### src/hw/rtl/mpwl_pkg.sv
package mpwl_pkg;

    // configuration register indexes
    typedef logic [2:0] t_cfg_addr;

    localparam t_cfg_addr CFG_SIXTEEN_BIT       = 3'd0;
    localparam t_cfg_addr CFG_HIGH_BIT          = 3'd1;
    localparam t_cfg_addr CFG_SIGNED_PIXELS     = 3'd2;
    localparam t_cfg_addr CFG_RESCALE_ON        = 3'd3;
    localparam t_cfg_addr CFG_RESCALE_SLOPE     = 3'd4;
    localparam t_cfg_addr CFG_RESCALE_INTERCEPT = 3'd5;
    localparam t_cfg_addr CFG_WINDOW_SHIFT      = 3'd6;
    localparam t_cfg_addr CFG_WINDOW_GAIN       = 3'd7;

    localparam int CFG_DATA_W = 32;

    // 1.0 in Q15.16
    localparam logic signed [31:0] ONE_Q16 = 32'sd65536;

    localparam logic [7:0] GREY_MAX = 8'd255;

    typedef struct packed {
        logic               sixteen_bit;
        logic [3:0]         high_bit;
        logic               signed_pixels;
        logic               rescale_on;
        logic signed [31:0] rescale_slope;
        logic signed [31:0] rescale_intercept;
        logic signed [17:0] window_shift;
        logic [24:0]        window_gain;
    } t_cfg;

    typedef struct packed {
        logic [15:0] raw_sample;
        logic        last_in;
    } t_in_req;

    typedef struct packed {
        logic [7:0] grey;
        logic       format_error;
        logic       last_out;
    } t_out_req;

endpackage

### src/hw/rtl/mpwl_cfg_regs.sv
module mpwl_cfg_regs (
    input  logic                                i_clk,
    input  logic                                i_rst_n,
    input  logic                                i_cfg_we,
    input  mpwl_pkg::t_cfg_addr                 i_cfg_addr,
    input  logic [mpwl_pkg::CFG_DATA_W-1:0]     i_cfg_wdata,
    output mpwl_pkg::t_cfg                      o_cfg
);

    mpwl_pkg::t_cfg r_cfg;

    always_ff @(posedge i_clk) begin
        if (!i_rst_n) begin
            r_cfg.sixteen_bit       <= 1'b1;
            r_cfg.high_bit          <= 4'd11;
            r_cfg.signed_pixels     <= 1'b0;
            r_cfg.rescale_on        <= 1'b0;
            r_cfg.rescale_slope     <= mpwl_pkg::ONE_Q16;
            r_cfg.rescale_intercept <= '0;
            r_cfg.window_shift      <= '0;
            r_cfg.window_gain       <= 25'd65536;
        end else if (i_cfg_we) begin
            unique case (i_cfg_addr)
                mpwl_pkg::CFG_SIXTEEN_BIT:       r_cfg.sixteen_bit       <= i_cfg_wdata[0];
                mpwl_pkg::CFG_HIGH_BIT:          r_cfg.high_bit          <= i_cfg_wdata[3:0];
                mpwl_pkg::CFG_SIGNED_PIXELS:     r_cfg.signed_pixels     <= i_cfg_wdata[0];
                mpwl_pkg::CFG_RESCALE_ON:        r_cfg.rescale_on        <= i_cfg_wdata[0];
                mpwl_pkg::CFG_RESCALE_SLOPE:     r_cfg.rescale_slope     <= i_cfg_wdata;
                mpwl_pkg::CFG_RESCALE_INTERCEPT: r_cfg.rescale_intercept <= i_cfg_wdata;
                mpwl_pkg::CFG_WINDOW_SHIFT:      r_cfg.window_shift      <= i_cfg_wdata[17:0];
                mpwl_pkg::CFG_WINDOW_GAIN:       r_cfg.window_gain       <= i_cfg_wdata[24:0];
                default: ;
            endcase
        end
    end

    assign o_cfg = r_cfg;

endmodule

### src/hw/rtl/mpwl_rescale.sv
module mpwl_rescale (
    input  logic                i_clk,
    input  logic                i_rst_n,
    input  mpwl_pkg::t_cfg      i_cfg,
    input  logic                i_valid,
    output logic                o_stall,
    input  mpwl_pkg::t_in_req   i_req,
    output logic                o_valid,
    input  logic                i_stall,
    output logic signed [18:0]  o_diff,
    output logic                o_last
);

    // stage enables, ready chain from the back
    logic en1, en2, en3, en4;

    logic r_v1, r_v2, r_v3, r_v4;
    logic r_last1, r_last2, r_last3, r_last4;

    logic signed [16:0] r_x1;
    logic signed [48:0] r_prod2;
    logic               r_neg3;
    logic [31:0]        r_low3;
    logic signed [18:0] r_diff4;

    logic signed16;
    assign signed16 = i_cfg.sixteen_bit & i_cfg.signed_pixels;

    assign en4 = !r_v4 || !i_stall;
    assign en3 = !r_v3 || en4;
    assign en2 = !r_v2 || en3;
    assign en1 = !r_v1 || en2;
    assign o_stall = !en1;

    // stage 1: clip to stored bits
    logic [15:0] s_in;
    logic [15:0] clip;
    logic signed [16:0] n_x1;

    always_comb begin
        s_in = i_cfg.sixteen_bit ? i_req.raw_sample : {8'h00, i_req.raw_sample[7:0]};
        for (int i = 0; i < 16; i++) begin
            if (i > int'(i_cfg.high_bit)) begin
                clip[i] = signed16 & s_in[i_cfg.high_bit];
            end else begin
                clip[i] = s_in[i];
            end
        end
        n_x1 = signed16 ? $signed({clip[15], clip}) : $signed({1'b0, clip});
    end

    // stage 2: sample times slope (unity when rescale is off)
    logic signed [31:0] slope_eff;
    logic signed [48:0] n_prod2;
    assign slope_eff = i_cfg.rescale_on ? i_cfg.rescale_slope : mpwl_pkg::ONE_Q16;
    assign n_prod2   = r_x1 * slope_eff;

    // stage 3: add intercept
    logic signed [31:0] icpt_eff;
    logic signed [49:0] sum3;
    assign icpt_eff = i_cfg.rescale_on ? i_cfg.rescale_intercept : 32'sd0;
    assign sum3     = r_prod2 + icpt_eff;

    // stage 4: truncate toward zero, wrap, window offset
    logic        corr;
    logic [15:0] q;
    logic [15:0] qw;
    logic        sgn_win;
    logic signed [16:0] val;
    logic signed [18:0] n_diff4;

    always_comb begin
        corr    = r_neg3 && (|r_low3[15:0]);
        q       = r_low3[31:16] + {15'd0, corr};
        qw      = i_cfg.sixteen_bit ? q : {8'h00, q[7:0]};
        sgn_win = i_cfg.sixteen_bit
                  && (i_cfg.signed_pixels
                      || (i_cfg.rescale_on && i_cfg.rescale_intercept[31]));
        val     = sgn_win ? $signed({qw[15], qw}) : $signed({1'b0, qw});
        n_diff4 = val - i_cfg.window_shift;
    end

    always_ff @(posedge i_clk) begin
        if (!i_rst_n) begin
            r_v1 <= 1'b0;
            r_v2 <= 1'b0;
            r_v3 <= 1'b0;
            r_v4 <= 1'b0;
        end else begin
            if (en1) r_v1 <= i_valid;
            if (en2) r_v2 <= r_v1;
            if (en3) r_v3 <= r_v2;
            if (en4) r_v4 <= r_v3;
        end
    end

    always_ff @(posedge i_clk) begin
        if (en1) begin
            r_x1    <= n_x1;
            r_last1 <= i_req.last_in;
        end
        if (en2) begin
            r_prod2 <= n_prod2;
            r_last2 <= r_last1;
        end
        if (en3) begin
            r_neg3  <= sum3[49];
            r_low3  <= sum3[31:0];
            r_last3 <= r_last2;
        end
        if (en4) begin
            r_diff4 <= n_diff4;
            r_last4 <= r_last3;
        end
    end

    assign o_valid = r_v4;
    assign o_diff  = r_diff4;
    assign o_last  = r_last4;

endmodule

### src/hw/rtl/mpwl_window.sv
module mpwl_window (
    input  logic                i_clk,
    input  logic                i_rst_n,
    input  mpwl_pkg::t_cfg      i_cfg,
    input  logic                i_valid,
    output logic                o_stall,
    input  logic signed [18:0]  i_diff,
    input  logic                i_last,
    output logic                o_valid,
    input  logic                i_stall,
    output mpwl_pkg::t_out_req  o_rsp
);

    logic en5, en6;
    logic r_v5, r_v6;
    logic r_last5;
    logic signed [44:0] r_prod5;
    mpwl_pkg::t_out_req r_rsp;

    assign en6     = !r_v6 || !i_stall;
    assign en5     = !r_v5 || en6;
    assign o_stall = !en5;

    // stage 5: gain multiply, Q.16 result
    logic signed [25:0] gain_s;
    logic signed [44:0] n_prod5;
    assign gain_s  = $signed({1'b0, i_cfg.window_gain});
    assign n_prod5 = i_diff * gain_s;

    // stage 6: floor and clamp to 0..255
    logic fmt_err;
    mpwl_pkg::t_out_req n_rsp;

    always_comb begin
        fmt_err            = !i_cfg.sixteen_bit && i_cfg.signed_pixels;
        n_rsp.format_error = fmt_err;
        n_rsp.last_out     = r_last5;
        if (fmt_err || r_prod5[44]) begin
            n_rsp.grey = 8'd0;
        end else if (|r_prod5[43:24]) begin
            n_rsp.grey = mpwl_pkg::GREY_MAX;
        end else begin
            n_rsp.grey = r_prod5[23:16];
        end
    end

    always_ff @(posedge i_clk) begin
        if (!i_rst_n) begin
            r_v5 <= 1'b0;
            r_v6 <= 1'b0;
        end else begin
            if (en5) r_v5 <= i_valid;
            if (en6) r_v6 <= r_v5;
        end
    end

    always_ff @(posedge i_clk) begin
        if (en5) begin
            r_prod5 <= n_prod5;
            r_last5 <= i_last;
        end
        if (en6) begin
            r_rsp <= n_rsp;
        end
    end

    assign o_valid = r_v6;
    assign o_rsp   = r_rsp;

endmodule

### src/hw/rtl/mono_pixel_window_level.sv
// Window/level mapping of a monochrome pixel stream to 8-bit grey. Each request
// carries one raw 8- or 16-bit sample; the block clips it to its stored bits,
// applies the optional slope/intercept rescale (truncated toward zero, wrapped
// to the sample width), subtracts window_shift, scales by window_gain (Q9.16)
// and clamps to 0..255. Signed 8-bit data sets format_error with grey 0.
// Throughput is one request per clock unless stalled. Six registers: clip,
// slope multiply, intercept add, truncate and offset, gain multiply, clamp;
// the two 17x32 and 19x26 multipliers each own a stage. The user must write
// configuration registers only while the pipe is empty, unchecked by the block.
module mono_pixel_window_level (
    input  logic                            i_clk,
    input  logic                            i_rst_n,
    // configuration write port
    input  logic                            i_cfg_we,
    input  mpwl_pkg::t_cfg_addr             i_cfg_addr,
    input  logic [mpwl_pkg::CFG_DATA_W-1:0] i_cfg_wdata,
    // pixel requests in
    input  logic                            i_valid,
    output logic                            o_stall,
    input  mpwl_pkg::t_in_req               i_req,
    // grey results out
    output logic                            o_valid,
    input  logic                            i_stall,
    output mpwl_pkg::t_out_req              o_rsp
);

    mpwl_pkg::t_cfg cfg;

    // handoff between rescale and window halves
    logic               mid_valid;
    logic               mid_stall;
    logic signed [18:0] mid_diff;
    logic               mid_last;

    mpwl_cfg_regs u_cfg (
        .i_clk       (i_clk),
        .i_rst_n     (i_rst_n),
        .i_cfg_we    (i_cfg_we),
        .i_cfg_addr  (i_cfg_addr),
        .i_cfg_wdata (i_cfg_wdata),
        .o_cfg       (cfg)
    );

    // stages 1-4: clip, rescale, truncate/wrap, window offset
    mpwl_rescale u_rescale (
        .i_clk   (i_clk),
        .i_rst_n (i_rst_n),
        .i_cfg   (cfg),
        .i_valid (i_valid),
        .o_stall (o_stall),
        .i_req   (i_req),
        .o_valid (mid_valid),
        .i_stall (mid_stall),
        .o_diff  (mid_diff),
        .o_last  (mid_last)
    );

    // stages 5-6: gain and clamp; stage 6 is the output register
    mpwl_window u_window (
        .i_clk   (i_clk),
        .i_rst_n (i_rst_n),
        .i_cfg   (cfg),
        .i_valid (mid_valid),
        .o_stall (mid_stall),
        .i_diff  (mid_diff),
        .i_last  (mid_last),
        .o_valid (o_valid),
        .i_stall (i_stall),
        .o_rsp   (o_rsp)
    );

    // format error always forces black
    a_fmt_err_black: assert property (@(posedge i_clk) disable iff (!i_rst_n)
        o_valid && o_rsp.format_error |-> o_rsp.grey == 8'd0)
        else $error("format_error with nonzero grey");

    // input backpressure only when the whole pipe is full behind a held result
    a_stall_only_when_full: assert property (@(posedge i_clk) disable iff (!i_rst_n)
        o_stall |-> o_valid && i_stall)
        else $error("input stalled without a held output");

    // an unstalled pipe never blocks the midpoint handoff
    a_mid_flow: assert property (@(posedge i_clk) disable iff (!i_rst_n)
        !i_stall |-> !mid_stall)
        else $error("midpoint stalled while output drains");

endmodule
### config.mk
export PLATFORM = sky130hd
export DESIGN_NAME = mono_pixel_window_level
export DESIGN_NICKNAME = d
export VERILOG_FILES = /design/src/hw/rtl/mpwl_pkg.sv /design/src/hw/rtl/mpwl_cfg_regs.sv /design/src/hw/rtl/mpwl_rescale.sv /design/src/hw/rtl/mpwl_window.sv /design/src/hw/rtl/mono_pixel_window_level.sv
export SDC_FILE = /design/constraint.sdc
export NUM_CORES = 2
export LEC_CHECK = 0
export ABC_AREA = 1
export BUFFER_PORTS_ARGS = -buffer_cell sky130_fd_sc_hd__buf_4
export CORE_MARGIN = 8
export CORE_UTILIZATION = 55
export CTS_BUF_LIST = sky130_fd_sc_hd__clkbuf_8
export CTS_CLUSTER_DIAMETER = 200
export CTS_CLUSTER_SIZE = 8
export DETAILED_ROUTE_END_ITERATION = 10
export GPL_TIMING_DRIVEN = 0
export PLACE_DENSITY_LB_ADDON = 0.15
export SYNTH_ARGS = -nofsm -noshare
export SYNTH_HDL_FRONTEND = slang
export SYNTH_SLANG_ARGS = --single-unit
### constraint.sdc
create_clock -name i_clk -period 6.8 [get_ports i_clk]
set_input_delay 1.7 -clock i_clk [delete_from_list [all_inputs] [get_ports i_clk]]
set_output_delay 1.7 -clock i_clk [all_outputs]
set_load 0.005 [all_outputs]
Word-level counts from Yosys, hierarchy flattened --
Cells that the tools add are included.
Storage, ports and cells: output and inout port bits 12, word-level logic and storage cells 114, bits in registers 298, input bits 57
Cells by class: bitwise operators 2, eq/ne operators 7, magnitude comparators 16, mux-type cells 23, $add $sub $neg 3, multipliers 2, reduce and logical (&&, ||, !) cells 32
Operator list (number):
- $mux W32 | 2
- $add A49 B32 Y50 | 1
- $mul A17 B32 Y49 | 1
- $mul A19 B26 Y45 | 1
- $gt A4 B4 Y1 const A | 8
- $mux W16 | 2
- $reduce_or A20 Y1 | 1
- $sub A17 B18 Y19 | 1
- $mux W17 | 1
- $add A16 B1 Y16 | 1
- $gt A3 B4 Y1 const A | 4
- $mux W1 | 16
- $reduce_and A2 Y1 | 8
- $reduce_or A16 Y1 | 1
- $eq A3 B3 Y1 const B | 4
- $logic_not A1 Y1 | 9
- $gt A2 B4 Y1 const A | 2
- $logic_or A1 B1 Y1 | 8
- $mux W8 | 1
- $eq A3 B2 Y1 const B | 2
- $lt A4 B5 Y1 const B | 1
- $bmux W1 S4 | 1
- $gt A1 B4 Y1 const A | 1
- $logic_and A1 B1 Y1 | 4
- other kinds (3) | 4

Logic depth before layout (Yosys ltp) --
depth after elaboration 8, depth in mapped cells 30, depth with buffers taken out 27

Cells and area by module --
From an unflattened synthesis, not the netlist that was laid out.
Second synthesis, totals: cells, all modules 6616, area, all modules 50657.3 um^2
By module, submodules not included:
- mpwl_rescale | area each 28357.2 um^2, instances 1, seq. area each 3743.6 um^2, cells each 3699
- mpwl_window | area each 17783.3 um^2, instances 1, seq. area each 1241.2 um^2, cells each 2258
- mpwl_cfg_regs | area each 4516.8 um^2, instances 1, seq. area each 2282.2 um^2, cells each 659

Least setup slack after synthesis --
No wires, ideal clock.
path kind in2out, start point input i_stall, end point output o_stall, buffers on the path 0, slack 290 ps, stages on the path 10, required time 5100 ps, data arrival time 4810 ps, cell sequence nand2_1 -> nor2_1 -> inv_1 -> nor2_1 -> inv_1 -> nor2_1 -> inv_1 -> nor2_1 -> nand2_1 -> inv_1
Between the ends: longest elaborated chain between the ends 8
RTL lines:
- from (decl) | line mono_pixel_window_level.sv:23 | input logic i_stall,
- $logic_not A1 Y1 | line mpwl_window.sv:20 | assign en6 = !r_v6 || !i_stall;
- $logic_or A1 B1 Y1 | line mpwl_window.sv:20
- $logic_or A1 B1 Y1 | line mpwl_window.sv:21 | assign en5 = !r_v5 || en6;
- via u_window.en5 | line mpwl_window.sv:14 | logic en5, en6;
- $logic_or A1 B1 Y1 | line mpwl_rescale.sv:29 | assign en4 = !r_v4 || !i_stall;
- via u_rescale.en4 | line mpwl_rescale.sv:15 | logic en1, en2, en3, en4;
- $logic_or A1 B1 Y1 | line mpwl_rescale.sv:30 | assign en3 = !r_v3 || en4;
- via u_rescale.en3 | line mpwl_rescale.sv:15
- $logic_or A1 B1 Y1 | line mpwl_rescale.sv:31 | assign en2 = !r_v2 || en3;
- $logic_or A1 B1 Y1 | line mpwl_rescale.sv:32 | assign en1 = !r_v1 || en2;
- $logic_not A1 Y1 | line mpwl_rescale.sv:33 | assign o_stall = !en1;
- to (decl) | line mono_pixel_window_level.sv:19 | output logic o_stall,
The timed path passes the listed nets, and every way through them passes these cells.

Final worst setup path --
start point register u_cfg.r_cfg, in the netlist u_cfg.o_cfg[107], end point register u_rescale.r_prod2[37], data pin
Between the ends: longest elaborated chain between the ends 2
RTL lines:
- from (decl) | line mpwl_cfg_regs.sv:10 | mpwl_pkg::t_cfg r_cfg;
- $mux W32 | line mpwl_rescale.sv:55 | assign slope_eff = i_cfg.rescale_on ? i_cfg.rescale_slope : mpwl_pkg::ONE_Q16;
- $mul A17 B32 Y49 | line mpwl_rescale.sv:56 | assign n_prod2 = r_x1 * slope_eff;
- via u_rescale.n_prod2[37] | line mpwl_rescale.sv:54 | logic signed [48:0] n_prod2;
- to (signal assigned) | line mpwl_rescale.sv:103 | r_prod2 <= n_prod2;
- to (decl) | line mpwl_rescale.sv:21 | logic signed [48:0] r_prod2;
The timed path passes the listed nets, and every way through them passes these cells. A chain may end at the register's enable or synchronous reset.

==> results.txt <==
Overall Global Routing Usage: 0.3443
first-pass GRT wire length: 255,400 um
Starting DRT DRC Count: 3,567
P&R area growth vs syn: 7.458%
P_leak: 29.50 nW
post-route minimum period: 6.722 ns
commonest non-fill, non-tap cells in the layout: inv_1 (1,529), nand2_1 (1,421), fa_1 (911)
layout cells sized above 1: 0.06471
switching pwr: 6.919 mW
H-Tree Level Count: 2
Post-Synthesis Cell Area: 49,620 um^2
core area: 89,740 um^2
CP Max Fanout: 10
post-synth cell types: 54
Synth area leaders: fa_1 (37%), inv_1 (11%), nand2_1 (11%)
Final Hold Slack: 0.4245 ns
status: complete, no violations
Die ar.: 100,100 um^2
drt first pass iters: 6
Root Buffer: clkbuf_8
FF-to-FF End: u_rescale.r_prod2[37]
crit share post-route: 0.9886
Critical Path AT: 7.11 ns
final net count: 7,751
Clk pwr share: 0.103
Vias/cell: 5.441
Worst Path Required: 7.19 ns
critical path class: reg -> reg
Min-Delay Path Depth: 0
critical path startpoint category: flop
clk buf depth: 3
YS warnings: 0
FMAX: 148.8 MHz
Hold Crit Start: u_rescale.r_last1
Critical Path Sink Type: flop
vias: 41,570
top-area cell type share of the netlist area: 0.3679
Post-synth top flop: edfxtp_1
final hold violations: 0
post-route ant nets: 0
maximum number of pins on one net before global-route repair: 46
Power, Total: 13.10 mW
Worst-Margin Slew: 0.9755 ns
Die Span Y: 316.4 um
Final Max Tran Viols: 0
post-synth net total: 7,612
Min-Delay Path Class: reg -> reg
design area: 53,320 um^2
initial antenna violation count: 5
Pint: 6.184 mW
Placed Area: 51,620 um^2
Post-Synthesis Cells: 6,290
Max-Cap Viols: 0
cts bufs inserted: 41
sequential power share: 0.187
endpoints failing setup: 0
die width: 316.4 um
Mean Syn Cell Area: 7.889 um^2
sequential area share after synthesis: 0.1464
WL final: 169,200 um
pwr dens: 245.7 nW/um^2
post-synth top area cell: fa_1
grt ovf: 0
commonest non-fill, non-tap cell in the layout: inv_1
Reg-to-Reg Start: u_cfg.o_cfg[107]
# hold bufs at CTS: 0
Setup Skew: 0.04452 ns
Slew HR: 0.3461
Rows: 110
CTS clk-pin slew, worst paths: 0.07 ns
io pins: 69
GP Congestion: 1.008
R2R depth: 23
peak supply drop: 0.7317 mV
flop2flop setup slack: 0.08 ns
Comb pwr share: 0.710
I/O Buffers: 67
switching share of power: 0.5280
DP HPWL: 140,400 um
TritonCTS clock tree: yes
DRC: 0
WHS Endpoint: u_rescale.r_last2
Post-synth ARST share: 0
number of synthesized flops with an enable pin: 162
vias in the first global route: 42,640
clock sink count: 282
WL/cell: 22.15 um
Initial Util: 0.5530
synthesized flop and latch total: 282
Clock Latency Late Sink: 0.66 ns
-- area by class of cell --
cell class | instances | area, um^2
fillers | 8496 | 36410
multi-input cells | 4261 | 36100
flip-flops and latches | 282 | 7267
inverters | 1537 | 5873
well taps | 1176 | 1471
repair buffers | 122 | 978.4
plain buffers | 178 | 847.1
clock buffers | 43 | 591.8
clock inverters | 31 | 158.9
repair inverters | 6 | 30.03
diodes | 3 | 7.507
-- cell usage after synthesis (17+ instances only) --
library cell and number:
a21o_1 17, a21oi_1 203, clkbuf_1 192, clkinv_1 20
dfxtp_1 120, edfxtp_1 162, fa_1 912, ha_1 353
inv_1 1515, nand2_1 1446, nand3_1 124, nand4_1 45
nor2_1 713, nor3_1 18, nor4_1 17, o21ai_0 200
o21bai_1 24, xnor2_1 25, xor2_1 63
-- kinds of logic (layout without fill, tap and decap cells) --
family / after synthesis / count (layout) / share of synthesized area
DFF: 282 / 282 / 0.1464
buffers and inverters: 1747 / 1917 / 0.1327
xor gates and xnor gates: 88 / 88 / 0.01553
AOI/OAI and AO/OA: 496 / 496 / 0.05504
adders and majority gates: 1265 / 1265 / 0.4569
muxes: 1 / 1 / 0.0004538
other: 0 / 3 / 0
and+or+nand+nor: 2411 / 2411 / 0.1929
-- worst max path at each step --
stage | slack [ns] | cells after the start | startpoint | to
final | 0.08 | 23 | u_cfg.o_cfg[107] | u_rescale.r_prod2[37]
after global routing | -0.01 | 20 | u_rescale.r_x1[3] | u_rescale.r_prod2[38]
after CTS | 0.006 | 24 | u_rescale.r_x1[6] | u_rescale.r_prod2[35]
after detailed placement | -1.78 | 12 | i_stall | o_stall
after global placement | -1.58 | 12 | i_stall | o_stall
after floorplan | 0.29 | 10 | i_stall | o_stall
-- through the flow --
step / setup TNS (ns) / utilization / std cells / setup slack [ns]
detailed placement: -32.20 / 0.5752 / 7534 / -1.779
floorplan: 0 / - / 6290 / 0.2899
finish: 0 / 0.5942 / 7639 / 0.07755
global placement: -62.15 / 0.5750 / 7533 / -1.578
global route: -0.01462 / 0.5942 / 7637 / -0.01272
CTS: 0 / 0.5900 / 7626 / 0.006116
-- state kept, by name (all words and copies together), names as in the netlist, 10 cells and up --
register and flops:
u_window.o_rsp 10, u_window.r_prod5 29, u_cfg.o_cfg 114, u_rescale.r_low3 32
u_rescale.o_diff 19, u_rescale.r_prod2 49, u_rescale.r_x1 17
-- worst max-delay path, stage by stage, from the launching register on --
cell	delay (ns)
dfxtp_1	0.46
buf_6	0.22
buf_4	0.26
nand2_1	0.18
clkinvlp_4	0.22
buf_4	0.16
nand2_1	0.06
fa_1	0.50
inv_1	0.06
fa_1	0.57
fa_1	0.45
fa_1	0.51
fa_1	0.51
inv_1	0.05
fa_1	0.53
inv_1	0.10
ha_2	0.44
nand2_1	0.16
nor2_4	0.16
nand2_1	0.12
nor3_1	0.24
nand3_1	0.21
nand4_1	0.14
nand2_1	0.11
-- power by group through the flow --
stage               combinational (mW)  clock (mW)  sequential, mW
floorplan                         5.95           0            2.39
global placement                  9.07           0            2.42
detailed placement                9.10           0            2.43
CTS                               9.32        1.39            2.45
global route                      10.3        1.45            2.47
finish                            9.30        1.35            2.45
-- metal layers --
| layer | track usage | vias to the layer above | part of all wire |
|---|---|---|---|
| met1 | 0.4148 | 20330 | 0.37 |
| met5 | 0 | - | 0.000077 |
| met3 | 0.05596 | 526 | 0.079 |
| met2 | 0.5641 | 1840 | 0.47 |
| met4 | 0.2418 | 2 | 0.080 |
| li1 | - | 18860 | - |
-- timing repair --
| item | in CTS | in global routing |
|---|---|---|
| setup endpoints to repair | 65 | 48 |
| endpoints found under the hold margin | 0 | 0 |
| resized for setup | 138 | 163 |
| buffers inserted | 37 | 17 |
| cloned | 3 | 3 |
(Power assumes the default switching activity.)
